**config.mk**
```make
export PLATFORM = sky130hd
export DESIGN_NAME = wfns_rank
export DESIGN_NICKNAME = d
export VERILOG_FILES = /design/src/rtl/wfns_pkg.sv /design/src/rtl/wfns_rank.sv
export SDC_FILE = /design/constraint.sdc
export NUM_CORES = 2
export LEC_CHECK = 0
export ABC_CLOCK_PERIOD_IN_PS = 7400
export BUFFER_PORTS_ARGS = -buffer_cell sky130_fd_sc_hd__buf_2
export CAP_MARGIN = 30
export CORE_ASPECT_RATIO = 0.75
export CORE_UTILIZATION = 45
export DETAILED_ROUTE_END_ITERATION = 8
export PLACE_DENSITY_LB_ADDON = 0.1
export SYNTH_ARGS = -nofsm -noshare
export SYNTH_HDL_FRONTEND = slang
export SYNTH_SLANG_ARGS = --single-unit
```
**constraint.sdc**
```tcl
create_clock -name aclk -period 7.4 [get_ports aclk]
set_input_delay 0 -clock aclk [delete_from_list [all_inputs] [get_ports aclk]]
set_output_delay 0 -clock aclk [all_outputs]
set_load 0.02 [all_outputs]
```
**src/rtl/wfns_pkg.sv**
```systemverilog
package wfns_pkg;

    localparam int POS_W     = 18;
    localparam int REACH_W   = 16;
    localparam int IMG_W     = 13;
    localparam int IDX_W     = 11;
    localparam int CNT_W     = 3;
    localparam int CFG_IDX_W = 2;
    localparam int RANKS     = 4;

    localparam logic [CFG_IDX_W-1:0] CFG_IMAGE_WIDTH  = 2'd0;
    localparam logic [CFG_IDX_W-1:0] CFG_IMAGE_HEIGHT = 2'd1;

    localparam logic [IMG_W-1:0] IMAGE_WIDTH_RST  = 13'd1280;
    localparam logic [IMG_W-1:0] IMAGE_HEIGHT_RST = 13'd1024;

    localparam logic KIND_APPEND = 1'b0;
    localparam logic KIND_QUERY  = 1'b1;

    typedef enum logic [2:0] {
        ST_IDLE,
        ST_SRCH,
        ST_SRCH_CMP,
        ST_SCAN,
        ST_FIN
    } state_t;

    typedef struct packed {
        logic clear;
        logic valid;
    } rank_ctl_t;

endpackage

```
**src/rtl/wfns_rank.sv**
```systemverilog
module wfns_rank
    import wfns_pkg::*;
#(
    parameter int CW = 20,
    parameter int AW = 10
) (
    input  logic                 aclk,
    input  logic                 aresetn,
    input  rank_ctl_t            ctl,
    input  logic [AW-1:0]        idx_in,
    input  logic signed [CW-1:0] dx,
    input  logic signed [CW-1:0] dy,
    output logic                 busy,
    output logic [AW-1:0]        res_idx [RANKS],
    output logic [RANKS-1:0]     res_val
);

    localparam int SW = 2 * CW;
    localparam int DW = SW + 1;

    logic                 v1_reg;
    logic [AW-1:0]        idx1_reg;
    logic [SW-1:0]        sqx_reg, sqy_reg;
    logic signed [SW-1:0] dxw, dyw;

    logic [DW-1:0]        dist_reg [RANKS];
    logic [AW-1:0]        idx_reg  [RANKS];
    logic [RANKS-1:0]     val_reg;

    logic [DW-1:0]        d;
    logic [RANKS-1:0]     lt, gt, take;
    logic                 hit;
    logic [1:0]           slot;

    always_comb begin
        dxw = SW'(dx);
        dyw = SW'(dy);
    end

    always_ff @(posedge aclk) begin
        if (!aresetn) begin
            v1_reg <= 1'b0;
        end else begin
            v1_reg <= ctl.valid && !ctl.clear;
        end
        idx1_reg <= idx_in;
        sqx_reg  <= unsigned'(dxw * dxw);
        sqy_reg  <= unsigned'(dyw * dyw);
    end

    always_comb begin
        d = DW'(sqx_reg) + DW'(sqy_reg);
        for (int s = 0; s < RANKS; s++) begin
            lt[s] = !val_reg[s] || (d < dist_reg[s]);
            gt[s] = val_reg[s] && (dist_reg[s] < d);
        end
        // an equal distance is dropped unless strictly between two ranks
        take[0] = lt[0];
        for (int s = 1; s < RANKS; s++) begin
            take[s] = gt[s-1] && lt[s];
        end
        hit  = v1_reg && (take != '0);
        slot = 2'd0;
        for (int s = RANKS - 1; s >= 0; s--) begin
            if (take[s]) begin
                slot = 2'(s);
            end
        end
    end

    always_ff @(posedge aclk) begin
        if (!aresetn || ctl.clear) begin
            val_reg <= '0;
        end else if (hit) begin
            if (slot == 2'd0) begin
                val_reg[0] <= 1'b1;
            end
            for (int s = 1; s < RANKS; s++) begin
                if (2'(s) == slot) begin
                    val_reg[s] <= 1'b1;
                end else if (2'(s) > slot) begin
                    val_reg[s] <= val_reg[s-1];
                end
            end
        end
    end

    always_ff @(posedge aclk) begin
        if (hit) begin
            if (slot == 2'd0) begin
                dist_reg[0] <= d;
                idx_reg[0]  <= idx1_reg;
            end
            for (int s = 1; s < RANKS; s++) begin
                if (2'(s) == slot) begin
                    dist_reg[s] <= d;
                    idx_reg[s]  <= idx1_reg;
                end else if (2'(s) > slot) begin
                    dist_reg[s] <= dist_reg[s-1];
                    idx_reg[s]  <= idx_reg[s-1];
                end
            end
        end
    end

    assign busy    = v1_reg;
    assign res_idx = idx_reg;
    assign res_val = val_reg;

endmodule

```
Word level (Yosys, flattened, before mapping):

Memory sizes are Yosys's and may differ from the RTL's.
Cells that the tools add are included.

* memories kept: 1
* word-level logic and storage cells: 103
* RAM bits: 164
* bits in registers: 135
* bits of input ports: 54
* output and inout bits: 45

Memory list
* dist_reg: depth 4, width 41, rd ports 4, clocked after Yosys merged registers in 0, write ports 4, line wfns_rank.sv:26 `logic [DW-1:0] dist_reg [RANKS];`

* eq/ne operators: 3
* magnitude comparators: 10
* bitwise operators: 3
* reduce and logical (&&, ||, !) cells: 28
* add/sub/neg operators: 1
* multiplexer cells: 43
* $mul: 2

Operators with widths (number)
* $lt A41 B41 Y1: 7
* $mux W41: 3
* $mul A20 B20 Y40: 2
* $mux W10: 6
* $add A40 B40 Y41: 1
* $mux W1: 30
* $logic_and A1 B1 Y1: 8
* $mux W2: 4
* $reduce_and A2 Y1: 4
* $logic_not A1 Y1: 6
* $reduce_bool A2 Y1: 3
* $logic_or A1 B1 Y1: 5
* $eq A2 B2 Y1 const A: 2
* $gt A2 B2 Y1 const A: 2
* $reduce_bool A4 Y1: 1
* $or A1 B1 Y1: 3
* $eq A1 B2 Y1 const A: 1
* $gt A1 B2 Y1 const A: 1
* $logic_not A2 Y1: 1

Longest topological paths before layout:

* depth in word-level cells: 14
* depth in mapped cells: 28
* gate-level depth less buffers: 27

Least setup slack after synthesis:

No wires, ideal clock.

* kind: input to register
* start point: input dy[3]
* end point: register sqy_reg[39]
* buffers on the path: 2
* data required time: 7.328 ns
* stages on the path: 24
* library setup time: 0.072 ns
* arrival time: 6.505 ns
* slack: 0.822 ns
* cell sequence: clkbuf_1 clkbuf_1 nand2_1 fa_1 fa_1 inv_1 fa_1 inv_1 fa_1 inv_1 fa_1 inv_1 fa_1 fa_1 inv_1 ha_1 a21o_1 a21oi_1 or3b_2 o21ai_0 a31oi_1 a211o_1 a21oi_1 xnor2_1

* longest elaborated chain between the ends: 1

RTL lines
* start: declaration: line wfns_rank.sv:12 `input logic signed [CW-1:0] dy,`
* $mul A20 B20 Y40: line wfns_rank.sv:48 `sqy_reg <= unsigned'(dyw * dyw);`
* end signal: assignment: line wfns_rank.sv:48
* end: declaration: line wfns_rank.sv:23 `logic [SW-1:0] sqx_reg, sqy_reg;`

Every way passes these cells.
A chain may end at the register's enable or synchronous reset.

Worst setup path in the final report:

* start point: input dy[0]
* end point: register sqy_reg[36]

The elaborated chain is that of the path after synthesis.

==> results by group <==
Timing
  • Post-Route Setup TNS: 0 ps
  • Max Fclk: 0.1484 GHz
  • Setup WS post-layout: between 600 and 700 ps
  • # setup viols final: 0
  • RSZ-0062 raised after global routing: false
  • Pins Over Slew Limit: 0
  • Fin Hold WS: roughly 43 ps
  • Setup Skew: 34.16 ps
  • Final Hold Fails: 0
  • Final period utilization: between 90% and 100%
  • Tmin final: 6739 ps
  • Slew headroom: 47.09%
  • Worst Tran Pin Value: roughly 800 ps

Status
  • Failing checks: DRC
  • Outcome: complete, but fails checks

Synth
  • Number of distinct library cells after synthesis: 69
  • Top FF cell, synth: edfxtp_1
  • Async set or reset register ratio after synthesis: 0%
  • Ys Warns: 0
  • Sequential area share after synthesis: 18.95%
  • Post-synth EDFFs: 204
  • Seq cells post-synth: around 300
  • Mapped Nets: about 5300
  • Syn_area_per_cell: 10.34 µm²
  • Cells after synthesis: 4077
  • Cell Area, Synth: 42140 µm²

GRT
  • Largest net degree at the start of global routing: 42
  • Met2 usage: 34.44%
  • First-pass GRT wire length: 163.0 mm
  • Total GRT Usage: 22.01%
  • Via count of the first global-routing pass: about 29000
  • Initial antenna violation count: 0
  • Most used routing layer: met2
  • Met3 usage: 2.338%
  • Routing usage on met1: 33.71%
  • Grt ovf: 0

Clock tree
  • CTS tree: yes
  • CTS Buf Count: 34
  • Post-CTS Setup Bufs: 0
  • CTS sink cnt: slightly below 300
  • CTS resizes: 0
  • Worst skew pair latency: 550 ps
  • Clock Root Buffer: clkbuf_16
  • H-tree levels: 2
  • CTS max path bufs: 3
  • Cts hold-fix bufs: 16
  • Clock transition at path regs: ~60 ps

Place
  • Placed cell areas: around 45000 µm²
  • DPL Wire Length: 84.07 mm
  • I/O Buffers: 98
  • Post-place setup slack: around 77 ps
  • Placer Congestion: 0.8480

Setup path
  • Slowest stage delay, CP: between 500 and 600 ps
  • WP buf/inv: 4
  • WS Path Type: in2reg
  • Crit end category: flop
  • Slowest CP cell: dlygate4sd3_1
  • WP data arrival: 7190 ps
  • Worst-path cell chain: dlygate4sd3_1, buf_2, and2_1, fa_1, ha_1, fa_1, ha_1, ha_1, inv_1, fa_1, fa_1, inv_1, ha_1, and2_1, a311o_1, o22ai_1, o22ai_1, a311o_1, nor3b_1, o21a_1, a41oi_1, nor2b_1, xnor2_1
  • Reg-to-reg slack, setup: 670 ps
  • Crit path max fanout: 23
  • Worst Path Required: 7850 ps
  • Worst setup SP type: primary input
  • Delay-heaviest family, CP: adder cells

Floorplan
  • Die Y: 267.0 µm
  • DIE AREA: 94890 µm²
  • Core Area: 92130 µm²
  • FP Rows: 96
  • Die Wd: 355.4 µm
  • I/O pin count: 99
  • Initial core utilization: 45.74%

Cells and area
  • Share of layout cells above drive strength 1: 9.439%
  • Most common cell after layout, fill and taps aside: inv_1
  • Largest register FFs: between 150 and 200
  • P&R area growth vs syn: 9.035%
  • Antenna cell count: 0
  • Layout net count: 5478
  • Final instance area: between 40000 and 50000 µm²
  • FILL cells: 8523
  • Most frequent cells in the layout: inv_1 (999), fa_1 (762), ha_1 (429), nand2_1 (268), edfxtp_1 (204)

Routing
  • Antenna-violating nets left: 0
  • Drt first pass iters: 7
  • DRC: 24
  • Starting DRT DRC Count: 1693
  • Final Routed Wirelength: 100.1 mm
  • Routed len/inst: 18.25 µm
  • Vias per Instance: 5.017
  • Vias: 27520

Flow run
  • Max Cap Violations: 0

Hold path
  • Worst min path class: in2reg
==> final cells by class <==
| type | count | area, µm² | share of cell area [%] |
|---|---|---|---|
| tap | 1225 | 1533 | 3.336 |
| sequential | 297 | 7988 | 17.38 |
| clock inverter | 17 | 135.1 | 0.2941 |
| clock buffer | 45 | 944.7 | 2.056 |
| inverter | 1001 | 3757 | 8.177 |
| multi-input combinational | 2678 | 29990 | 65.27 |
| timing repair buffer | 221 | 1600 | 3.483 |
==> cell usage after synthesis, drive strengths merged (53+ instances only) <==
cell type	count	area (µm²)
nand2	268	1006
xnor2	96	840.8
fa	762	15250
dfxtp	93	1862
nor2	132	495.5
and2	146	913.4
o21ai	90	465.5
clkbuf	81	305.3
mux2	126	1419
nand3	54	270.3
a21o	99	743.2
a21oi	121	605.6
inv	1001	3757
ha	429	5368
nor2b	53	331.6
edfxtp	204	6126
==> stage by stage <==
step | util, % | instances
floorplan | - | 4077
global placement | 48.52 | 5405
detailed placement | 48.53 | 5406
CTS | 49.87 | 5484
global route | 49.87 | 5484
finish | 49.87 | 5484
==> worst reg2reg max path, delay by kind of cell (launching register included) <==
kind / cells / cell delay, ps
simple gates: 6 / 1870
flops: 1 / 310
buf+inv: 3 / 580
fa+ha+maj: 2 / 660
compound gates: 10 / 2310
mux: 1 / 410
xor+xnor: 1 / 340
==> final timing paths <==
kind | start | to | depth (start not counted)
min | dx[1] | sqx_reg[2] | 2
min reg2reg | idx1_reg[6] | res_idx[36] | 0
max | dy[0] | sqy_reg[36] | 23
max reg2reg | sqx_reg[4] | res_idx[1] | 23
==> layer usage <==
metal  vias up  share of wire, %
li1      13140                 -
met1     13820                50
met2       493                45
met3        65               4.4
met4         0              0.99
met5         -                 0
==> logic make-up after synthesis <==
logic type / Yosys count / synth area share, %
adders and majority gates: 1191 / 48.94
buffers and inverters: 1102 / 9.905
and+or+nand+nor: 772 / 8.976
AOI/OAI and AO/OA: 453 / 7.028
DFF: 297 / 18.95
xor gates and xnor gates: 134 / 2.785
muxes: 128 / 3.415
Power is not shown: default switching activity piles up to over one toggle a cycle in this logic, so the estimate is an artifact.
