### src/rtl/wfns_ram.sv
module wfns_ram #(
    parameter int WIDTH = 8,
    parameter int DEPTH = 16
) (
    input  logic                     clk,
    input  logic                     we,
    input  logic [$clog2(DEPTH)-1:0] waddr,
    input  logic [WIDTH-1:0]         wdata,
    input  logic                     re,
    input  logic [$clog2(DEPTH)-1:0] raddr,
    output logic [WIDTH-1:0]         rdata
);

    logic [WIDTH-1:0] mem [DEPTH];

    always_ff @(posedge clk) begin
        if (we) begin
            mem[waddr] <= wdata;
        end
        if (re) begin
            rdata <= mem[raddr];
        end
    end

endmodule

### config.mk
export PLATFORM = sky130hd
export DESIGN_NAME = wfns_ram
export DESIGN_NICKNAME = d
export VERILOG_FILES = /design/src/rtl/wfns_ram.sv
export SDC_FILE = /design/constraint.sdc
export NUM_CORES = 1
export LEC_CHECK = 0
export BUFFER_PORTS_ARGS = -buffer_cell sky130_fd_sc_hd__buf_2
export CORE_MARGIN = 5
export CORE_UTILIZATION = 35
export CTS_BUF_LIST = sky130_fd_sc_hd__clkbuf_4 sky130_fd_sc_hd__clkbuf_8 sky130_fd_sc_hd__clkbuf_16
export CTS_CLUSTER_DIAMETER = 100
export DETAILED_ROUTE_END_ITERATION = 16
export GPL_ROUTABILITY_DRIVEN = 0
export PLACE_DENSITY_LB_ADDON = 0.3
export RECOVER_POWER = 25
export SETUP_SLACK_MARGIN = 0.3
export SYNTH_ARGS = -nofsm -noshare
export SYNTH_HDL_FRONTEND = slang
export SYNTH_SLANG_ARGS = --single-unit
### constraint.sdc
create_clock -name clk -period 4.4 [get_ports clk]
set_clock_uncertainty 0.05 [all_clocks]
set_input_delay 0.22 -clock clk [delete_from_list [all_inputs] [get_ports clk]]
set_output_delay 0.22 -clock clk [all_outputs]
set_load 0.01 [all_outputs]
---- Word-level counts from Yosys, hierarchy flattened ----
Memory sizes are Yosys's and may differ from the RTL's. A register that Yosys moved wholly into a read port is not among the register bits.
Index checks and enable logic that the tools add are counted.
storage, ports and cells
  output and inout port bits .............. 8
  memory bits (writable) .................. 128
  flip-flop bits (word level) ............. 0
  latch bits .............................. 0
  input port bits ......................... 19
  logic and storage cells ................. 3
  ROM bits ................................ 0
  memories kept ........................... 1
operators by class
  order comparisons ....................... 0
  equality and inequality tests ........... 0
  multipliers ............................. 0
  mux-type cells .......................... 2
  bitwise gates (word level) .............. 0
  div/mod/pow operators ................... 0
  shift-type cells ........................ 0
  add/subtract/negate cells ............... 0
  reductions and logical operators ........ 0
memories
  name  depth  bits a word  read ports  clocked after memory_dff  write ports  RTL line  RTL
  mem   16     8            1           1                         1            14        logic [WIDTH-1:0] mem [DEPTH];
operators with widths
  cell    number
  $mux 1  2

---- Depth between registers and ports, before layout ----
Gate-level depths: netlist of run 1.
  depth after elaboration ................. 2
  mapped depth ............................ 5
  depth with buffers taken out ............ 3

---- Worst setup path after synthesis of run 1 ----
OpenSTA, ideal clock, no wires.
  path kind ............................... in2reg
  start ................................... input port waddr[2]
  end ..................................... memory mem[0][0], enable pin
  data arrival time ....................... 1.330 ns
  path buffers ............................ 0
  library setup time ...................... 0.383 ns
  setup slack ............................. 2.637 ns
  required time ........................... 3.967 ns
  stages .................................. 2
  cells stage by stage .................... or3b_2 -> nor3_1
RTL lines
  element             RTL line  RTL
  start: declaration  7         input logic [$clog2(DEPTH)-1:0] waddr,
  end: declaration    14
No word-level cell before the write port.

==> results of run 1 <==
[final cells by class]
type,instances,share of cell area
clock inverters,13,0.0329
repair buffers,28,0.0223
clock buffers,19,0.0715
flip-flops and latches,136,0.663
multi-input cells,83,0.173
well taps,184,0.0374
[path summary, 6_finish.rpt]
check                                 to  cells after the start  startpoint
worst max-delay path            rdata[5]                      4    raddr[0]
worst min-delay path            rdata[2]                      1          re
worst max register to register  rdata[5]                      3   mem[9][5]
worst min register to register  rdata[2]                      3  mem[13][2]
[power breakdown]
part	switching, mW	internal, mW	leakage [nW]
registers	0.00785	1.46	1.24
clock network	0.513	1.01	0.303
logic	0.0775	0.0499	0.469
[flip-flops by register name (all words and copies together) (netlist names)]
register,cells
mem,128
rdata,8
[per-layer routing]
layer  GRT usage  share of wire  up-vias
met3      0.0504          0.091        8
met4      0.0373         0.0057        2
met2       0.186           0.48       86
met5           0        0.00039        -
met1       0.175           0.43     1278
li1            -              -     1055
[per-stage QoR]
stage               utilization  cell area (um2)
detailed placement        0.379             5530
global route              0.422             6160
global placement          0.379             5530
finish                    0.422             6160
floorplan                     -             5230
CTS                       0.423             6170
[worst reg2reg max path, stage by stage (launching register included)]
cell	delay (ns)
sky130_fd_sc_hd__edfxtp_1	0.35
sky130_fd_sc_hd__mux4_1	0.51
sky130_fd_sc_hd__a22oi_1	0.27
sky130_fd_sc_hd__nand2_1	0.11
[cell usage in the layout, fill, tap and decap left out]
cell type / Yosys / routed
sky130_fd_sc_hd__a22oi_1: 16 / 16
sky130_fd_sc_hd__and2_1: 1 / 1
sky130_fd_sc_hd__and2b_1: 1 / 1
sky130_fd_sc_hd__buf_2: 3 / 20
sky130_fd_sc_hd__buf_4: 1 / 2
sky130_fd_sc_hd__bufinv_16: 0 / 5
sky130_fd_sc_hd__clkbuf_1: 0 / 6
sky130_fd_sc_hd__clkbuf_16: 0 / 17
sky130_fd_sc_hd__clkbuf_4: 0 / 2
sky130_fd_sc_hd__clkinv_1: 0 / 1
sky130_fd_sc_hd__clkinv_2: 0 / 2
sky130_fd_sc_hd__clkinv_4: 0 / 1
sky130_fd_sc_hd__clkinvlp_4: 0 / 4
sky130_fd_sc_hd__edfxtp_1: 136 / 136
sky130_fd_sc_hd__mux4_1: 14 / 14
sky130_fd_sc_hd__mux4_2: 18 / 18
sky130_fd_sc_hd__nand2_1: 9 / 9
sky130_fd_sc_hd__nand2b_1: 2 / 2
sky130_fd_sc_hd__nand3_1: 1 / 1
sky130_fd_sc_hd__nand3b_1: 2 / 2
sky130_fd_sc_hd__nor2_1: 13 / 13
sky130_fd_sc_hd__nor2b_1: 1 / 1
sky130_fd_sc_hd__nor3_1: 4 / 2
sky130_fd_sc_hd__nor3_2: 0 / 2
sky130_fd_sc_hd__or3b_2: 1 / 1
[kinds of logic (layout without fill, tap and decap cells)]
group | after synthesis | after routing | share of synthesized area
multiplexers | 32 | 32 | 0.148
AND/OR/NAND/NOR | 35 | 35 | 0.0314
AO/OA/AOI/OAI | 16 | 16 | 0.0230
flip-flops | 136 | 136 | 0.781
buffers and inverters | 10 | 60 | 0.0165
[cell usage after synthesis]
| cell type | count |
|---|---|
| sky130_fd_sc_hd__buf_2 | 3 |
| sky130_fd_sc_hd__nand3_1 | 1 |
| sky130_fd_sc_hd__nand2_1 | 9 |
| sky130_fd_sc_hd__edfxtp_1 | 136 |
| sky130_fd_sc_hd__nor2b_1 | 1 |
| sky130_fd_sc_hd__mux4_1 | 14 |
| sky130_fd_sc_hd__and2_1 | 1 |
| sky130_fd_sc_hd__nand3b_1 | 2 |
| sky130_fd_sc_hd__nor2_1 | 13 |
| sky130_fd_sc_hd__and2b_1 | 1 |
| sky130_fd_sc_hd__nand2b_1 | 2 |
| sky130_fd_sc_hd__nor3_1 | 4 |
| sky130_fd_sc_hd__a22oi_1 | 16 |
| sky130_fd_sc_hd__or3b_2 | 1 |
| sky130_fd_sc_hd__mux4_2 | 18 |
| sky130_fd_sc_hd__buf_6 | 3 |
| sky130_fd_sc_hd__buf_4 | 1 |
| sky130_fd_sc_hd__clkdlybuf4s25_2 | 3 |
==> results by group, run 1 <==
Clocking
  – # clock sinks: between 100 and 150
  – Clock tree buffer depth: 2
  – Worst skew pair latency: ~0.4 ns
  – Clock transition time at the flip-flop clock pins of the worst setup and hold paths: approximately 0.050 ns
  – CTS tree: yes
  – Post-CTS setup buffer count: 0
  – Buffer cell driving the clock tree root: sky130_fd_sc_hd__clkbuf_16
  – Clock buffers created by TritonCTS: 17
  – Post-CTS Hold Fix Bufs: 0
  – Quantity of gates resized following cts: 0
  – Depth of the CTS H-tree: 4

Worst setup path
  – WP data required: ~4.5 ns
  – CP cell instances: buf_2, mux4_1, a22oi_1, nand2_1
  – Capturing element type of the critical path: flop
  – Arrival @ worst endpoint: approximately 2.1 ns
  – Start-to-end type of the worst setup path: input port to flop
  – Max stage delay cell, worst path: sky130_fd_sc_hd__buf_2
  – Crit start category: input port
  – Count of buffering cells on the critical path with inverters included: 1
  – Crit-path max cell delay: approximately 0.8 ns
  – Worst Path Max Fanout: 32
  – Setup slack of the worst register-to-register path: between 2 and 3 ns
  – Cell family contributing the most delay on the critical path: buffers and inverters

Floorplanning
  – Initial Utilization: 0.358
  – Total Die Area: between 15000 and 20000 um2
  – Die Y-Extent: around 130 um
  – Overall die width: around 130 um
  – IO Count: 27
  – Site row count: 44
  – Floorplan core area: between 10000 and 15000 um2

Finish
  – Reg area: 4080 um2
  – Number of nets in the layout: between 200 and 300
  – P&R area growth vs syn: 17.9%
  – Area used by multi-input combinational logic: 1070 um2
  – Fraction of layout instances using a drive strength above 1: 0.265
  – Final Instance Count excl. Fillers: about 460
  – Number of antenna repair diodes: 0
  – Number of filler cells placed in the layout: 1238

Detailed routing
  – Routed WL: between 10000 and 15000 um
  – Number of DRC markers in iteration 0: around 290
  – Detail Route Antenna Nets: 0
  – Number of vias after detailed routing: approximately 2400
  – Average wire per cell in the routed design: about 22 um
  – Final routed DRC violation total: 0
  – Number of iterations in the first detailed-routing pass: 4
  – Post-detailed-route via-to-cell ratio: roughly 5.2

Pwr
  – Power density normalized to cell area: around 510 nW/um2
  – Tot Pwr: between 3 and 4 mW
  – LEAKAGE: 2.01 nW
  – Highest ir drop seen on vdd: approximately 310 uV

Synth
  – Share of Yosys cell area claimed by the top area cell type: 0.781
  – Net count of the mapped netlist: 248
  – Mean instance size in the synthesized netlist: around 23 um2
  – Leading cell types by total area after synthesis: sky130_fd_sc_hd__edfxtp_1 78%, sky130_fd_sc_hd__mux4_2 7.8%, sky130_fd_sc_hd__mux4_1 7.0%, sky130_fd_sc_hd__a22oi_1 2.3%, sky130_fd_sc_hd__nor2_1 0.93%
  – Share of synthesized area occupied by flip-flops and latches: 0.781
  – Number of distinct library cells after synthesis: 18
  – Cell area after synthesis: roughly 5200 um2
  – Number of instances in the synthesized netlist: 229
  – Cell type with the largest total area after synthesis: sky130_fd_sc_hd__edfxtp_1
  – Number of synthesis warnings: 0
  – Register bit total from synthesis: 136

Place
  – Pre-CTS setup slack: approximately 1.9 ns
  – Port buffer count: 26
  – Post-DP HPWL: 6390 um
  – Number of placed instances with taps included: about 430

Global route
  – First-pass GRT wire length: 16000 um
  – Overall Global Routing Usage: 0.127
  – Final global-route overflow total: 0
  – Pin count of the biggest net entering global routing: 33
  – Number of antenna violations at the first check in global routing: 1
  – Via count of the first global-routing pass: between 2000 and 3000

Timing
  – Slew of the pin with the lowest slew margin: 1.12 ns
  – Hold slack: between 0.1 and 0.15 ns
  – Crit share post-route: 0.458
  – Worst path setup slack after routing: about 2.4 ns
  – Setup TNS: 0 ns
  – Slew Viols, Final: 0
  – Setup repair after global routing missed its margin: no
  – FMAX: slightly below 500 MHz
  – Final number of setup-violating endpoints: 0
  – Number of hold violations in the final report: 0
  – Shortest period the worst path allows: a little over 2 ns
  – Relative slew slack: 0.253

Outcome
  – Status: completed

Hold path
  – Min-Delay Path Class: input port to flop

Job
  – Number of maximum-capacitance constraint violations: 0
(Power assumes the default switching activity.)
==> inputs of run 2 (changes only) <==
- ABC_AREA: default -> 1
- clock period: 4.4 -> 2 ns (I/O delays scaled with it)
==> run 2 against run 1 <==
- register-to-register slack got worse by 2.1 ns
- largest power group is now registers
- worst setup slack got worse by 1.6 ns
- first-iteration DRC count rose by 33%
- core utilization fell by 1.2 points
==> results by group, run 2 <==
Floorplanning
  – Overall die width: 139 um (was 132 um)
  – Die Y-Extent: 139 um (was 132 um)
  – Floorplan core area: 16500 um2 (was 14600 um2)
  – Site row count: 47 (was 44)
  – Initial Utilization: 0.355 (was 0.358)
  – IO Count: 27 (unchanged)
  – Total Die Area: 19400 um2 (was 17500 um2)

Clocking
  – Depth of the CTS H-tree: 4 (unchanged)
  – Clock tree buffer depth: 2 (unchanged)
  – Clock buffers created by TritonCTS: 17 (unchanged)
  – Worst skew pair latency: 0.42 ns (was 0.40 ns)
  – Post-CTS Hold Fix Bufs: 1 (was 0)
  – Clock transition time at the flip-flop clock pins of the worst setup and hold paths: 0.05 ns (about the same)
  – # clock sinks: 136 (unchanged)
  – CTS tree: yes (unchanged)
  – Post-CTS setup buffer count: 0 (unchanged)
  – Quantity of gates resized following cts: 0 (unchanged)
  – Buffer cell driving the clock tree root: sky130_fd_sc_hd__clkbuf_16 (unchanged)

Timing
  – Hold slack: 0.0813 ns (was 0.147 ns)
  – Worst path setup slack after routing: 0.795 ns (was 2.38 ns)
  – Slew of the pin with the lowest slew margin: 0.924 ns (was 1.12 ns)
  – Number of hold violations in the final report: 0 (unchanged)
  – Crit share post-route: 0.603
  – Slew Viols, Final: 0 (unchanged)
  – Relative slew slack: 0.384 (was 0.253)
  – Setup TNS: 0 ns (unchanged)
  – Setup repair after global routing missed its margin: no (unchanged)
  – FMAX: 830 MHz
  – Shortest period the worst path allows: between 1 and 1.5 ns
  – Final number of setup-violating endpoints: 0 (unchanged)

Global route
  – Overall Global Routing Usage: 0.145 (was 0.127)
  – Pin count of the biggest net entering global routing: 65 (was 33)
  – First-pass GRT wire length: 21400 um (was 16000 um)
  – Via count of the first global-routing pass: 3745 (was 2726)
  – Number of antenna violations at the first check in global routing: 0 (was 1)
  – Final global-route overflow total: 0 (unchanged)

Synth
  – Net count of the mapped netlist: 570 (was 248)
  – Number of instances in the synthesized netlist: 551 (was 229)
  – Share of Yosys cell area claimed by the top area cell type: 0.698 (was 0.781)
  – Cell area after synthesis: 5850 um2 (was 5230 um2)
  – Register bit total from synthesis: 136 (unchanged)
  – Cell type with the largest total area after synthesis: sky130_fd_sc_hd__edfxtp_1 (unchanged)
  – Number of synthesis warnings: 0 (unchanged)
  – Leading cell types by total area after synthesis: sky130_fd_sc_hd__edfxtp_1 70%, sky130_fd_sc_hd__nand2_1 11%, sky130_fd_sc_hd__nand3_1 8.3%, sky130_fd_sc_hd__inv_1 6.4%, sky130_fd_sc_hd__buf_6 1.2% (was sky130_fd_sc_hd__edfxtp_1 78%, sky130_fd_sc_hd__mux4_2 7.8%, sky130_fd_sc_hd__mux4_1 7.0%, sky130_fd_sc_hd__a22oi_1 2.3%, sky130_fd_sc_hd__nor2_1 0.93%)
  – Most common cell in the synthesized netlist: sky130_fd_sc_hd__nand2_1 (was sky130_fd_sc_hd__edfxtp_1)
  – Number of flops mapped to enable cells by yosys: 136 (unchanged)
  – Most frequently used flop master after synthesis: sky130_fd_sc_hd__edfxtp_1 (unchanged)
  – Share of synthesized area occupied by flip-flops and latches: 0.698 (was 0.781)
  – Post-synth ARST share: 0 (unchanged)
  – Number of distinct library cells after synthesis: 11 (was 18)
  – Most numerous cell types in the synthesized netlist: 173 x sky130_fd_sc_hd__nand2_1, 136 x sky130_fd_sc_hd__edfxtp_1, 100 x sky130_fd_sc_hd__inv_1 (was 136 x sky130_fd_sc_hd__edfxtp_1, 18 x sky130_fd_sc_hd__mux4_2, 16 x sky130_fd_sc_hd__a22oi_1)
  – Mean instance size in the synthesized netlist: 10.6 um2 (was 22.8 um2)

Detailed routing
  – Routed WL: 13600 um (was 10400 um)
  – Average wire per cell in the routed design: 16.6 um (was 22.4 um)
  – Number of iterations in the first detailed-routing pass: 5 (was 4)
  – Final routed DRC violation total: 0 (unchanged)
  – Number of DRC markers in iteration 0: 385 (was 289)
  – Detail Route Antenna Nets: 0 (unchanged)
  – Post-detailed-route via-to-cell ratio: 4.63 (was 5.25)
  – Number of vias after detailed routing: 3800 (was 2429)

Hold path
  – Worst min-delay path startpoint: raddr[3] (was re)
  – Min-Delay Path Class: input port to flop (unchanged)
  – WHS Path Cells: 3 (was 1)
  – Destination of the worst hold path: rdata[7] (was rdata[2])

Place
  – Number of placed instances with taps included: 788 (was 431)
  – Area of placed instances: 6210 um2 (was 5530 um2)
  – Pre-CTS setup slack: 0.559 ns (was 1.89 ns)
  – Post-DP HPWL: 8800 um (was 6390 um)
  – Port buffer count: 26 (unchanged)

Finish
  – Post-Layout Inst Area: 6770 um2 (was 6160 um2)
  – Number of nets in the layout: 607 (was 285)
  – Final Instance Count excl. Fillers: 820 (was 463)
  – Most common cell after layout, fill and taps aside: sky130_fd_sc_hd__nand2_1 (was sky130_fd_sc_hd__edfxtp_1)
  – Util after Layout: 0.411 (was 0.422)
  – Largest reg by FF count: mem (unchanged)
  – Number of antenna repair diodes: 0 (unchanged)
  – Fraction of layout instances using a drive strength above 1: 0.108 (was 0.265)
  – Leading registers by flop count: mem (128), rdata (8) (unchanged)
  – P&R area growth vs syn: 15.7% (was 17.9%)
  – Top library cells by usage in the layout, fill and taps aside: 173 x sky130_fd_sc_hd__nand2_1, 136 x sky130_fd_sc_hd__edfxtp_1, 100 x sky130_fd_sc_hd__inv_1, 97 x sky130_fd_sc_hd__nand3_1, 21 x sky130_fd_sc_hd__buf_2 (was 136 x sky130_fd_sc_hd__edfxtp_1, 20 x sky130_fd_sc_hd__buf_2, 18 x sky130_fd_sc_hd__mux4_2, 17 x sky130_fd_sc_hd__clkbuf_16, 16 x sky130_fd_sc_hd__a22oi_1)
  – Number of flip-flops under the largest register name: 128 (unchanged)

Outcome
  – Status: completed (unchanged)

Pwr
  – Tot Pwr: 6.53 mW (was 3.12 mW)
  – LEAKAGE: 2.87 nW (was 2.01 nW)
  – Highest ir drop seen on vdd: 460 uV (was 309 uV)
  – Power density normalized to cell area: 965 nW/um2 (was 507 nW/um2)

Worst setup path
  – Crit start category: flop (was input port)
  – WP data required: 2.11 ns (was 4.49 ns)
  – Capturing element type of the critical path: flop (unchanged)
  – Start-to-end type of the worst setup path: flop to flop (was input port to flop)
  – Terminus of the critical flop-to-flop path: rdata[2] (was rdata[5])
  – Worst Path Max Fanout: 1 (was 32)
  – Arrival @ worst endpoint: 1.32 ns (was 2.11 ns)
  – Critical register-to-register path startpoint: mem[3][2] (was mem[9][5])
  – Setup slack of the worst register-to-register path: 0.79 ns (was 2.85 ns)
  – R2R depth: 6 (was 3)

Job
  – Number of maximum-capacitance constraint violations: 0 (unchanged)
[run 2: cell count changes after synthesis, moves of 4 or more]
cell                      before  now
sky130_fd_sc_hd__mux4_1       14    0
sky130_fd_sc_hd__buf_2         3   13
sky130_fd_sc_hd__nand2_1       9  173
sky130_fd_sc_hd__nor3_1        4    0
sky130_fd_sc_hd__a22oi_1      16    0
sky130_fd_sc_hd__nand3_1       1   97
sky130_fd_sc_hd__mux4_2       18    0
sky130_fd_sc_hd__inv_1         0  100
sky130_fd_sc_hd__nor2_1       13   17
[run 2: worst max-delay path, cell delays in order (launching register included)]
cell and delay (ns):
sky130_fd_sc_hd__edfxtp_1 0.36, sky130_fd_sc_hd__inv_1 0.06, sky130_fd_sc_hd__nand2_1 0.06, sky130_fd_sc_hd__nand3_1 0.15, sky130_fd_sc_hd__nand3_1 0.09, sky130_fd_sc_hd__nand3_1 0.12
sky130_fd_sc_hd__nand2_1 0.06
[run 2: cell families (layout without fill, tap and decap cells)]
family	Yosys count	in the layout	synth area share
flops	136	136	0.698
simple gates	289	289	0.208
buf+inv	126	175	0.0939
[run 2: area by class of cell]
| cell class | count | area, um2 |
|---|---|---|
| Clock inverter | 12 | 110 |
| Sequential cell | 136 | 4080 |
| Multi-Input combinational cell | 289 | 1210 |
| Inverter | 102 | 383 |
| Fill cell | 1602 | 9700 |
| Timing Repair Buffer | 42 | 259 |
| Clock buffer | 19 | 440 |
| Tap cell | 220 | 275 |
[run 2: report_power, final]
group | total [mW] | internal, mW | switching, mW
Sequential | 3.23 | 3.21 | 0.0200
Clock | 2.90 | 1.82 | 1.08
Combinational | 0.386 | 0.108 | 0.278
Total | 6.53 | 5.14 | 1.38
[run 2: how the worst max path moves through the flow]
stage                     startpoint         end
final                      mem[3][2]    rdata[2]
after floorplan             waddr[2]  mem[10][0]
after CTS                  mem[3][2]    rdata[2]
after global routing       mem[4][4]    rdata[4]
after global placement      waddr[3]   mem[7][1]
after detailed placement    waddr[2]   mem[3][2]
[run 2: metal layers]
layer / part of all wire / wire length [um] / GRT usage
met4: 0.019 / 262 / 0.0551
met5: 0 / 0 / 0
met3: 0.044 / 602 / 0.0333
met2: 0.47 / 6330 / 0.223
met1: 0.47 / 6400 / 0.201
