### src/rtl/wfns_pkg.sv
package wfns_pkg;

    localparam int POS_W     = 18;
    localparam int REACH_W   = 16;
    localparam int IMG_W     = 13;
    localparam int IDX_W     = 11;
    localparam int CNT_W     = 3;
    localparam int CFG_IDX_W = 2;
    localparam int RANKS     = 4;

    localparam logic [CFG_IDX_W-1:0] CFG_IMAGE_WIDTH  = 2'd0;
    localparam logic [CFG_IDX_W-1:0] CFG_IMAGE_HEIGHT = 2'd1;

    localparam logic [IMG_W-1:0] IMAGE_WIDTH_RST  = 13'd1280;
    localparam logic [IMG_W-1:0] IMAGE_HEIGHT_RST = 13'd1024;

    localparam logic KIND_APPEND = 1'b0;
    localparam logic KIND_QUERY  = 1'b1;

    typedef enum logic [2:0] {
        ST_IDLE,
        ST_SRCH,
        ST_SRCH_CMP,
        ST_SCAN,
        ST_FIN
    } state_t;

    typedef struct packed {
        logic clear;
        logic valid;
    } rank_ctl_t;

endpackage

### src/rtl/wfns_window.sv
module wfns_window
    import wfns_pkg::*;
#(
    parameter int FRAC_BITS = 4,
    parameter int CW        = 20
) (
    input  logic                 aclk,
    input  logic                 load,
    input  logic signed [POS_W-1:0] pos_x,
    input  logic signed [POS_W-1:0] pos_y,
    input  logic [REACH_W-1:0]   reach_left,
    input  logic [REACH_W-1:0]   reach_right,
    input  logic [REACH_W-1:0]   reach_up,
    input  logic [REACH_W-1:0]   reach_down,
    input  logic [IMG_W-1:0]     img_w,
    input  logic [IMG_W-1:0]     img_h,
    output logic signed [CW-1:0] xmin,
    output logic signed [CW-1:0] xmax,
    output logic signed [CW-1:0] ymin,
    output logic signed [CW-1:0] ymax,
    output logic signed [CW-1:0] qx,
    output logic signed [CW-1:0] qy
);

    logic signed [CW-1:0] imx, imy, px, py;
    logic signed [CW-1:0] lo_x, hi_x, lo_y, hi_y;
    logic signed [CW-1:0] xmin_next, xmax_next, ymin_next, ymax_next, qx_next, qy_next;

    always_comb begin
        imx  = signed'(CW'(img_w) << FRAC_BITS);
        imy  = signed'(CW'(img_h) << FRAC_BITS);
        px   = CW'(pos_x);
        py   = CW'(pos_y);
        lo_x = px - signed'(CW'(reach_left));
        hi_x = px + signed'(CW'(reach_right));
        lo_y = py - signed'(CW'(reach_up));
        hi_y = py + signed'(CW'(reach_down));

        xmin_next = (lo_x < 0)   ? '0  : lo_x;
        xmax_next = (hi_x > imx) ? imx : hi_x;
        ymin_next = (lo_y < 0)   ? '0  : lo_y;
        ymax_next = (hi_y > imy) ? imy : hi_y;

        // clamp the point after the window is built from the raw point
        qx_next = (px < 0) ? '0 : ((px > imx) ? imx : px);
        qy_next = (py < 0) ? '0 : ((py > imy) ? imy : py);
    end

    always_ff @(posedge aclk) begin
        if (load) begin
            xmin <= xmin_next;
            xmax <= xmax_next;
            ymin <= ymin_next;
            ymax <= ymax_next;
            qx   <= qx_next;
            qy   <= qy_next;
        end
    end

endmodule

### config.mk
export PLATFORM = sky130hd
export DESIGN_NAME = wfns_window
export DESIGN_NICKNAME = d
export VERILOG_FILES = /design/src/rtl/wfns_pkg.sv /design/src/rtl/wfns_window.sv
export SDC_FILE = /design/constraint.sdc
export NUM_CORES = 1
export LEC_CHECK = 0
export BUFFER_PORTS_ARGS = -buffer_cell sky130_fd_sc_hd__buf_2
export CAP_MARGIN = 20
export CORE_MARGIN = 2
export CORE_UTILIZATION = 40
export CTS_BUF_LIST = sky130_fd_sc_hd__clkbuf_4
export CTS_CLUSTER_SIZE = 14
export DETAILED_ROUTE_END_ITERATION = 8
export HOLD_SLACK_MARGIN = 0.08
export PLACE_DENSITY_LB_ADDON = 0.1
export SYNTH_ARGS = -nofsm -noshare
export SYNTH_HDL_FRONTEND = slang
export SYNTH_SLANG_ARGS = --single-unit
### constraint.sdc
create_clock -name aclk -period 6.38 [get_ports aclk]
set_clock_uncertainty 0.15 [all_clocks]
set_input_delay 0.638 -clock aclk [delete_from_list [all_inputs] [get_ports aclk]]
set_output_delay 0.638 -clock aclk [all_outputs]
set_load 0.05 [all_outputs]
# Word-level counts from Yosys, hierarchy flattened
# Cells that the tools add are included.
[word_totals] romBits=0 word_cells=28 ff_bits=112 mem_count=0 ramBits=0 latch_bits=0
[classes] shift=0 order_cmp=8 n_eq_ne=0 add_sub_neg=4 n_reduce_logical=2 n_mux=4 n_bitwise=0 n_div=0 multipliers=0
[op_table] op="17-bit 2-to-1 mux" count=4
[op_table] op="18-bit by 17-bit adder with 19-bit output" count=2
[op_table] op="19-bit by 18-bit greater-than comparator with 1-bit output" count=2
[op_table] op="19-bit by 1-bit less-than comparator with 1-bit output, second input constant" count=2
[op_table] op="18-bit by 17-bit subtractor with 19-bit output" count=2
[op_table] op="18-bit greater-than comparator" count=2
[op_table] op="18-bit by 1-bit less-than comparator with 1-bit output, second input constant" count=2
[op_table] op="2-bit OR reduction" count=2

# Logic depth before layout (Yosys ltp)
# Gate-level depths: netlist (run 1).
[depth] depth_word=3 ltp_mapped=19 mapped_depth_nobuf=19

# Least setup slack after synthesis (run 1)
# OpenSTA, ideal clock, no wires.
[synth_path] path_type="input port to flip-flop" startpoint="in pos_y[2]" endpoint="reg ymax[11] (data pin)" arrival_time_ps=4342 path_buffers=1 required_ps=5968 path_slack_ps=1626 path_stages=17 path_cell_list="ha_1 a21oi_2 a2111oi_0 o31a_1 o21a_1 o41a_1 a211o_1 ha_1 and3_1 nand4_1 a211oi_1 o211ai_1 a21boi_0 a31o_2 nor2_4 buf_6 mux2_1"
[synth_between] elab_chain_cells=3
[synth_lines] item="start: declaration" line="wfns_window.sv:10" rtl="input logic signed [POS_W-1:0] pos_y,"
[synth_lines] item="18-bit by 17-bit adder with 19-bit output *" line="wfns_window.sv:37" rtl="hi_y = py + signed'(CW'(reach_down));"
[synth_lines] item="19-bit by 18-bit greater-than comparator with 1-bit output" line="wfns_window.sv:42" rtl="ymax_next = (hi_y > imy) ? imy : hi_y;"
[synth_lines] item="17-bit 2-to-1 mux *" line="wfns_window.sv:42"
[synth_lines] item="via ymax_next[11]" line="wfns_window.sv:27" rtl="logic signed [CW-1:0] xmin_next, xmax_next, ymin_next, ymax_next, qx_next, qy_next;"
[synth_lines] item="end signal: assignment" line="wfns_window.sv:54" rtl="ymax <= ymax_next;"
[synth_lines] item="end: declaration" line="wfns_window.sv:20" rtl="output logic signed [CW-1:0] ymax,"
# The timed path passes the listed nets; every way through them passes the cells marked *.
# A chain may end at the register's enable or synchronous reset.

# Worst setup path in the final report (run 1)
[layout_path] startpoint="in pos_y[2]" endpoint="reg ymax[8] (data pin)"
# The elaborated chain is that of the path after synthesis.

==> summary.md, run 1 <==
| Metric | Value |
|---|---|
| Grt met1 use | `24.8%` |
| Root buffer cell | `clkbuf_4` |
| Drc violations | `0` |
| Sw Ratio | `43.6%` |
| Commonest cells after routing, fill and taps aside | `246 x buf_2, 116 x ha_1, 112 x edfxtp_1, 90 x inv_1, 78 x nor2_1` |
| Mapped Cells | `947` |
| Slew @ Worst Pin | `0.852 ns` |
| Setup crit start kind | `input pin` |
| Layer with the highest usage | `met2` |
| Via count | `between 7000 and 8000` |
| Final setup vio count | `0` |
| CP endpoint kind | `flip-flop` |
| Reg clk slew, reported paths | `0.22 ns` |
| Pwr/cell area | `232 nW/um2` |
| Max frequency | `~200 MHz` |
| Die Width | `155 um` |
| Worst path cell trace | `buf_2 -> ha_1 -> nand3_1 -> a2111oi_0 -> o31a_1 -> o21a_1 -> o41a_1 -> nor2_1 -> a211o_1 -> ha_1 -> and3_1 -> nand4_1 -> a211oi_1 -> o211ai_1 -> a21boi_0 -> a31o_2 -> nor2_4 -> mux2_1` |
| Mean Syn Cell Area | `9.67 um2` |
| Initial DRC count | `462` |
| Total grt overflow | `0` |
| Worst-path fanout max | `17` |
| Cell Area, Synth | `9160 um2` |
| Final HPWL DP | `21.3 mm` |
| NetSw | `0.00109 W` |
| ANT nets after route | `0` |
| IO Port Bufs | `between 200 and 250` |
| Slowest stage delay, CP | `roughly 0.48 ns` |
| Initial Util | `40.6%` |
| RD Place Congestion | `0.882` |
| Status | `finished clean` |
| Met2 global-route usage | `40.4%` |
| IR drop worst, VDD | `approximately 0.11 mV` |
| Most used cell along the critical path | `ha_1` |
| Synth area leader | `edfxtp_1` |
| Synth-to-layout area growth | `18.0%` |
| Nets | `1434` |
| Layout cells sized above 1 | `24.3%` |
| Row count | `55` |
| Grt met3 use | `4.48%` |
| Setup Fix Bufs, Post-CTS | `0` |
| P_int | `0.00142 W` |
| Top_reg_cell synth | `edfxtp_1` |
| Die height | `around 160 um` |
| Total wire length | `26.7 mm` |
| Synthesized flop and latch total | `112` |
| Post-synth EDFFs | `112` |
| TritonCTS Buffers | `9` |
| Largest net degree at the start of global routing | `63` |
| Die Area | `24100 um2` |
| Post-synthesis cell type count | `73` |
| Vias per cell | `5.39` |
| Synth async-reset ratio | `0%` |
| Core area | `22600 um2` |
| GRT Total Usage | `21.7%` |
| Largest cells by area after synthesis | `edfxtp_1 37%, ha_1 16%, inv_1 3.7%` |
| First-pass GRT wire length | `40.8 mm` |
| Slowest-stage cell, CP | `a2111oi_0` |
| Synth top area share | `around 37%` |
| CTS sink count | `between 100 and 150` |
| Leak | `4.91 nW` |
| Avg WL per Cell | `between 15 and 20 um` |
| Fin util | `47.9%` |
| Slew margin rel. | `a little over two fifths` |
| Ys Warns | `0` |
| CP Class | `in2reg` |
| Part of the power in registers | `38.0%` |
| WP data arrival | `5.06 ns` |
| Most common cell after layout, fill and taps aside | `buf_2` |
| Max Root-Sink Buffers | `2` |
| Max-cap violations | `0` |
| TritonCTS clock tree | `built` |
| Ports | `248` |
| Slew Limit Fails | `0` |
| H-Tree Depth | `3` |
| Post-cts sizing count | `0` |
| Drt first pass iters | `5` |
| Minimum clock period | `4.95 ns` |
| Initial antenna violation count | `7` |
| Post-synthesis sequential area ratio | `36.7%` |
| Final Hold Fails | `0` |
| Clk pwr share | `between 10% and 20%` |
| RSZ-0062 raised after global routing | `false` |
| Combinational share of power | `between 40% and 50%` |
| Final period util | `77.6%` |
| Hold Buf Count CTS | `0` |
| Vias in the first global route | `about 7700` |
| Crit path required time | `6.49 ns` |
| Worst hold-check path type | `in2reg` |
| Setup TNS | `0 ns` |
==> power groups by stage <==
stage,clock network [W],registers (W),logic (W)
global placement,0,0.000970,0.00116
floorplan,0,0.00130,0.000545
CTS,0.000404,0.000955,0.00117
detailed placement,0,0.000972,0.00116
global route,0.000434,0.000962,0.00127
finish,0.000395,0.000953,0.00116
==> cell usage after synthesis, types with 6 or more instances <==
| cell type | n |
|---|---|
| edfxtp_1 | 112 |
| a211oi_1 | 9 |
| clkbuf_1 | 15 |
| a21o_1 | 11 |
| nor2_1 | 78 |
| nor3_1 | 36 |
| o21ai_0 | 43 |
| a221oi_1 | 12 |
| a2111oi_0 | 6 |
| and3_1 | 15 |
| xnor2_1 | 22 |
| ha_1 | 116 |
| mux2i_1 | 17 |
| a22oi_1 | 6 |
| nor2b_1 | 17 |
| nand2b_1 | 11 |
| mux2_1 | 12 |
| o211ai_1 | 9 |
| xor2_1 | 19 |
| inv_1 | 90 |
| buf_4 | 8 |
| nand4_1 | 10 |
| nor3b_1 | 8 |
| nand3_1 | 27 |
| nand2_1 | 49 |
| o21a_1 | 19 |
| o21ai_1 | 17 |
| a21oi_1 | 54 |
==> final cells by class <==
| class | instances | area (um2) |
|---|---|---|
| Fill cell | 2210 | 11800 |
| Multi-Input combinational cell | 720 | 5330 |
| Sequential cell | 112 | 3360 |
| Timing Repair Buffer | 252 | 1280 |
| Tap cell | 285 | 357 |
| Inverter | 91 | 342 |
| Clock inverter | 7 | 68.8 |
| Clock buffer | 9 | 67.6 |
| Antenna cell | 4 | 10.0 |
==> registers in the layout, indices dropped and copies added (netlist names) <==
name and count:
xmin 19, qx 18, qy 18, ymax 19, ymin 19, xmax 19
==> stage by stage <==
stage               area [um2]  setup WS (ns)  hold WS, ns  total power, W  instances
floorplan                 9170           1.63        0.600         0.00184        950
global placement         10700           1.12        0.791         0.00213       1460
detailed placement       10700          0.934        0.799         0.00213       1460
CTS                      10800           1.50        0.217         0.00253       1476
global route             10800           1.15        0.227         0.00266       1479
finish                   10800           1.43        0.256         0.00251       1480
==> final timing paths <==
check,start,end,slack (ns),cells after the start
min,img_h[3],ymax[7],0.26,2
max,pos_y[2],ymax[8],1.43,18
==> per-layer routing <==
layer	vias up	routed length (um)
met3	39	1580
met4	4	643
li1	3989	-
met5	-	28
met2	251	13800
met1	3699	10600
==> critical path: cells and delay by family <==
| kind | cells | cell delay (ns) |
|---|---|---|
| AO/OA/AOI/OAI | 9 | 2.24 |
| buffers and inverters | 1 | 0.13 |
| AND/OR/NAND/NOR | 5 | 0.96 |
| multiplexers | 1 | 0.38 |
| adder cells (fa/ha/maj) | 2 | 0.70 |
==> kinds of logic (layout without fill, tap and decap cells) <==
logic type	after synthesis	count (layout)	share of synthesized area [%]
AO/OA/AOI/OAI	239	239	17.7
other	1	8	0.0409
flip-flops	112	112	36.7
multiplexers	35	35	4.28
XOR/XNOR	41	41	3.92
adder cells (fa/ha/maj)	120	120	16.7
buffers and inverters	118	359	5.34
AND/OR/NAND/NOR	281	281	15.3
Power figures use the tool's default switching activity.
==> run 2, diff against run 1 <==
clock period = 4.2 ns   (was 6.38 ns; I/O delays follow)
==> run 2 against run 1 <==
- worst hold slack worse by 0.11 ns
- final cell count up 9.3%
- flip-flop and latch count unchanged
- wire length up 4.3%
- sequential power up 52%
- critical path type unchanged
- largest cell class unchanged
- highest routed layer is now met4
==> summary.md, run 2 (synthesis results as in run 1) <==
| Metric | Value |
|---|---|
| Status | `finished clean` |
| Final worst-path setup slack | `0.0434 ns (-1.39 ns)` |
| Clk pwr share | `15.9% (+0.2 points)` |
| Drt first pass iters | `5 (unchanged)` |
| Total wire length | `27.8 mm (+4.3%)` |
| Reg clk slew, reported paths | `0.18 ns (-0.04 ns)` |
| Sw Ratio | `40.3% (-3.3 points)` |
| Synth-to-layout area growth | `34.9%` |
| Worst path cell trace | `buf_8 -> ha_4 -> a21o_1 -> a21o_1 -> o31a_1 -> o21a_1 -> o41a_1 -> a211o_1 -> ha_4 -> and3_4 -> nand4_1 -> a211oi_2 -> o211ai_1 -> a21boi_2 -> a31o_2 -> nor2_4 -> clkbuf_16 -> mux2_4` |
| Core area | `22600 um2 (unchanged)` |
| Max frequency | `~240 MHz` |
| Final setup vio count | `0 (unchanged)` |
| P_int | `0.00253 W (+78%)` |
| WP data arrival | `4.27 ns (-0.79 ns)` |
| CP Class | `in2reg` |
| Root buffer cell | `clkbuf_4` |
| Max Root-Sink Buffers | `2 (unchanged)` |
| Die Width | `155 um (unchanged)` |
| CP delay by family, top | `compound AO/OA/AOI/OAI gates` |
| Final HPWL DP | `22.4 mm (+4.9%)` |
| Max-cap violations | `0 (unchanged)` |
| CP Capture Point | `ymax[6]` |
| Via count | `8463 (+6.0%)` |
| TritonCTS clock tree | `built` |
| Initial DRC count | `455 (-1.5%)` |
| CTS sink count | `112 (unchanged)` |
| Initial Util | `40.6% (unchanged)` |
| Vias in the first global route | `8145 (+6.0%)` |
| Setup crit start kind | `input pin` |
| Total grt overflow | `0 (unchanged)` |
| Final period util | `99.0%` |
| Largest net degree at the start of global routing | `58 (-7.9%)` |
| TritonCTS Buffers | `9 (unchanged)` |
| Slew @ Worst Pin | `0.769 ns (-0.0828 ns)` |
| Part of the power in registers | `34.2% (-3.8 points)` |
| Nets | `1574 (+9.8%)` |
| CP endpoint kind | `flip-flop` |
| H-Tree Depth | `3 (unchanged)` |
| Drc violations | `0 (unchanged)` |
| Most common cell after layout, fill and taps aside | `buf_2` |
| Minimum clock period | `4.16 ns` |
| RD Place Congestion | `0.914 (+3.6%)` |
| Final Hold Fails | `0 (unchanged)` |
| Row count | `55 (unchanged)` |
| Layout fillers | `2127 (-3.8%)` |
| Layout cells sized above 1 | `34.5% (+10 points)` |
| Die height | `155 um (unchanged)` |
| Leak | `5.70 nW (+16%)` |
| Die Area | `24100 um2 (unchanged)` |
| First-pass GRT wire length | `42.6 mm (+4.4%)` |
| Crit path required time | `4.31 ns (-2.18 ns)` |
| CP Buf/Inv Count | `2 (+1)` |
| Slowest-stage cell, CP | `o41a_1` |
| Commonest cells after routing, fill and taps aside | `243 x buf_2, 126 x buf_4, 112 x edfxtp_1, 107 x ha_1, 90 x inv_1` |
| Vias per cell | `5.23 (-3.0%)` |
| Avg WL per Cell | `17.2 um (-4.5%)` |
| IR drop worst, VDD | `0.186 mV (+63%)` |
| Crit path from | `reach_down[6]` |
| Setup TNS | `0 ns (unchanged)` |
| NetSw | `0.00171 W (+56%)` |
| Pwr/cell area | `343 nW/um2 (+48%)` |
| Dpl ws | `-0.587 ns (-1.52 ns)` |
| Slowest stage delay, CP | `0.39 ns (-0.09 ns)` |
| Ports | `248 (unchanged)` |
| Pwr Total | `0.00423 W (+69%)` |
| RSZ-0062 raised after global routing | `true` |
| Fin util | `54.7% (+6.8 points)` |
| ANT nets after route | `0 (unchanged)` |
| Slew margin rel. | `48.7% (+5.5 points)` |
| Combinational share of power | `49.9% (+3.6 points)` |
| Worst hold-check path type | `in2reg` |
| Slew Limit Fails | `0 (unchanged)` |
| Initial antenna violation count | `2 (-5)` |
| GRT Total Usage | `22.7% (+0.96 points)` |
| Worst-path fanout max | `6 (-11)` |
| Critical Path Stages | `18 (unchanged)` |
| IO Port Bufs | `247 (unchanged)` |
run 2: changes by cell type in the layout (fill, tap and decap cells not counted), sizes merged:
cell | previous run | this run
inv | 92 | 90
dlygate4sd3 | 0 | 17
clkinvlp | 1 | 0
diode | 4 | 3
clkbuf | 9 | 11
buf | 252 | 374
clkinv | 4 | 2
bufinv | 1 | 3
run 2: through the flow:
stage / instance area, um2 / hold WS (ns) / std cells
after floorplan: 9280 / 0.382 / 950
after global placement: 11700 / 0.574 / 1574
after detailed placement: 11700 / 0.582 / 1574
after CTS: 12000 / 0.0920 / 1605
after global routing: 12300 / 0.126 / 1616
final: 12300 / 0.148 / 1617
run 2: power groups by stage:
stage          clock (W)  sequential [W]  combinational, W
5_1_grt         0.000729         0.00146           0.00229
6_report        0.000671         0.00145           0.00211
4_1_cts         0.000701         0.00145           0.00200
3_3_place_gp           0         0.00148           0.00197
3_5_place_dp           0         0.00148           0.00198
2_1_floorplan          0         0.00197          0.000848
run 2: routing by layer:
metal / wire length [um] / up-vias / part of all wire [%] / track usage (%)
met3: 1230 / 21 / 4.4 / 3.34
met2: 14900 / 214 / 54 / 43.2
li1: - / 4263 / - / -
met5: 0 / - / 0 / 0
met1: 11200 / 3965 / 40 / 26.7
met4: 413 / 0 / 1.5 / 5.55
run 2: how the worst min path moves through the flow:
stage / slack (ns) / to / depth (start not counted) / start
final: 0.15 / xmax[9] / 3 / img_w[5]
after global routing: 0.13 / xmax[8] / 3 / img_w[4]
after CTS: 0.09 / xmax[8] / 3 / img_w[4]
after detailed placement: 0.58 / ymax[11] / 2 / img_h[7]
after global placement: 0.57 / ymax[6] / 2 / img_h[2]
after floorplan: 0.38 / qx[0] / 0 / load
run 2: layout make-up:
cell class	instances	area, um2	area share [%]
Inverter	91	342	2.77
Sequential cell	112	3360	27.2
Tap cell	285	357	2.89
Clock buffer	10	75.1	0.608
Antenna cell	3	7.51	0.0608
Timing Repair Buffer	392	2440	19.7
Clock inverter	4	95.1	0.770
Multi-Input combinational cell	720	5670	45.9
run 2: tightest hold or removal path, stage by stage:
cell	delay (ns)
buf_2	0.11
a22oi_1	0.06
o21ai_1	0.07
run 2: what timing repair did:
action,in CTS,in global routing
cloned,0,1
pin swaps,0,33
hold buffers,17,0
endpoints found under the hold margin,17,0
endpoints found under the setup margin,8,34
buffers inserted,0,7
gates resized for setup,1,54
==> run 3, diff against run 2 <==
CORE_UTILIZATION = 50   (was 40)
==> run 3 against run 2 <==
- the run now ends with negative setup slack left
- utilization rose by 13 points
- worst setup slack got worse by 0.11 ns
- die area fell by 20%
- cell area fell by 1.8%
- first-iteration DRC count rose by 3.5%
- worst hold slack got worse by 0.012 ns
- total power fell by 2.4%
- clock power fell by 11%
- critical path type unchanged
- critical endpoint is now ymax[8]
- largest cell class unchanged
==> summary.md, run 3 (synthesis results as in run 1) <==
| Metric | Value |
|---|---|
| Status | `finished with violations` |
| Failing checks | `negative setup slack` |
| Drt first pass iters | `5 (unchanged)` |
| CP endpoint kind | `flip-flop` |
| ANT nets after route | `0 (unchanged)` |
| Final period util | `102% (+2.7 points)` |
| Layout cells sized above 1 | `33.1% (-1.4 points)` |
| Row count | `49 (-11%)` |
| Die height | `139 um (-10%)` |
| Slew margin rel. | `35.4% (-13 points)` |
| Avg WL per Cell | `17.6 um (+2.3%)` |
| Total wire length | `27.5 mm (-1.3%)` |
| Max Root-Sink Buffers | `2 (unchanged)` |
| Setup crit start kind | `input pin` |
| Final setup vio count | `12 (+12)` |
| Commonest cells after routing, fill and taps aside | `244 x buf_2, 115 x buf_4, 112 x edfxtp_1, 107 x ha_1, 90 x inv_1` |
| Total grt overflow | `0 (unchanged)` |
| Part of the power in registers | `35.1% (+0.9 points)` |
| Finished Cell Area | `12100 um2 (-1.8%)` |
| Nets | `1568 (-0.38%)` |
| Final Hold Fails | `0 (unchanged)` |
| Worst-path fanout max | `6 (unchanged)` |
| Vias in the first global route | `8329 (+2.3%)` |
| GRT Total Usage | `27.6% (+4.9 points)` |
| First-pass GRT wire length | `42.1 mm (-1.0%)` |
| Initial DRC count | `471 (+3.5%)` |
| Most common cell after layout, fill and taps aside | `buf_2` |
| Pwr Total | `0.00413 W (-2.4%)` |
| Worst hold-check path type | `in2reg` |
| Initial antenna violation count | `6 (+4)` |
| P_int | `0.00239 W (-5.2%)` |
| IR drop worst, VDD | `0.247 mV (+33%)` |
| CP Class | `in2reg` |
| Combinational share of power | `50.4% (+0.5 points)` |
| TritonCTS clock tree | `built` |
| Final worst-path setup slack | `-0.0687 ns (-0.112 ns)` |
| Routed met3 length | `1.64 mm (+33%)` |
| Vias per cell | `5.51 (+5.2%)` |
| Sw Ratio | `42.0% (+1.7 points)` |
| Final HPWL DP | `21.8 mm (-2.8%)` |
| H-Tree Depth | `3 (unchanged)` |
| IO Port Bufs | `247 (unchanged)` |
| Slew Limit Fails | `0 (unchanged)` |
| Post-DP Area | `11500 um2 (-1.2%)` |
| RSZ-0062 raised after global routing | `true` |
| Synth-to-layout area growth | `32.4%` |
| CTS sink count | `112 (unchanged)` |
| Max frequency | `234 MHz (-2.6%)` |
| Slew @ Worst Pin | `0.965 ns (+0.196 ns)` |
| RD Place Congestion | `0.922 (+0.90%)` |
| Ports | `248 (unchanged)` |
| Setup TNS | `-0.516 ns (-0.516 ns)` |
| Die Width | `139 um (-10%)` |
| Drc violations | `0 (unchanged)` |
| Die Area | `19400 um2 (-20%)` |
| Core area | `18000 um2 (-20%)` |
| Pwr/cell area | `341 nW/um2 (-0.59%)` |
| Post-Route M1 WL | `10.8 mm (-4.3%)` |
| Largest net degree at the start of global routing | `61 (+5.2%)` |
| TritonCTS Buffers | `9 (unchanged)` |
| Clk pwr share | `14.5% (-1.4 points)` |
| Via count | `8589 (+1.5%)` |
| Crit path required time | `4.34 ns (+0.03 ns)` |
| Leak | `5.62 nW (-1.4%)` |
| Uppermost routed layer | `met5` |
| NetSw | `0.00173 W (+1.7%)` |
| Dpl ws | `-0.618 ns (-0.0310 ns)` |
| Max-cap violations | `0 (unchanged)` |
| WP data arrival | `4.41 ns (+0.14 ns)` |
| Final Hold Slack | `0.136 ns (-0.0120 ns)` |
| Routed met2 length | `14.4 mm (-3.5%)` |
| Reg clk slew, reported paths | `0.18 ns (about the same)` |
| Initial Util | `51.0% (+10 points)` |
| Minimum clock period | `4.27 ns (+0.112 ns)` |
| Root buffer cell | `clkbuf_4` |
## run 3: final timing paths
check,startpoint,endpoint,slack [ns],depth (start not counted)
max,pos_y[3],ymax[8],-0.07,20
min,img_w[4],xmax[8],0.14,3
## run 3: metal layers
layer  GRT usage, %  vias to the layer above
met5              0                        -
met4           8.24                        2
met3           5.82                       39
met2           51.5                      247
met1           31.5                     4028
li1               -                     4273
## run 3: worst max-delay path: stages
cell	delay (ns)
buf_2	0.13
ha_1	0.29
inv_1	0.08
buf_4	0.14
a21oi_1	0.15
o21ai_1	0.09
a21oi_1	0.21
o21ai_0	0.11
nor2b_1	0.15
xnor2_1	0.24
ha_1	0.30
a2111oi_0	0.60
a211oi_2	0.16
o211ai_1	0.26
buf_4	0.16
o211ai_1	0.08
o21bai_1	0.25
nor2_4	0.09
clkbuf_16	0.17
mux2_4	0.30
## run 3: repair_timing
| action | 4_1_cts | 5_1_grt |
|---|---|---|
| pin swaps | 1 | 24 |
| gates resized for setup | 1 | 32 |
| hold endpoints to repair | 22 | 0 |
| hold buffers | 22 | 0 |
| cloned | 0 | 1 |
| buffers inserted | 0 | 5 |
| endpoints found under the setup margin | 12 | 33 |
## run 3: per-stage QoR
stage               std cells  utilization, %
CTS                      1547            66.2
detailed placement       1509            64.1
finish                   1560            67.5
floorplan                 950               -
global route             1557            67.4
global placement         1509            64.1
## run 3: cell type report
cell class	count	area, um2
antenna	6	15.0
clock buffer	10	75.1
clock inverter	6	66.3
fill	1552	5840
inverter	91	342
multi-input combinational	720	5580
sequential	112	3360
tap	229	287
timing repair buffer	386	2390
## run 3: power groups by stage
stage	logic, W	registers (W)	clock network (W)
2_1_floorplan	0.000848	0.00197	0
3_3_place_gp	0.00194	0.00147	0
3_5_place_dp	0.00196	0.00147	0
4_1_cts	0.00199	0.00145	0.000615
5_1_grt	0.00224	0.00146	0.000653
6_report	0.00208	0.00145	0.000598
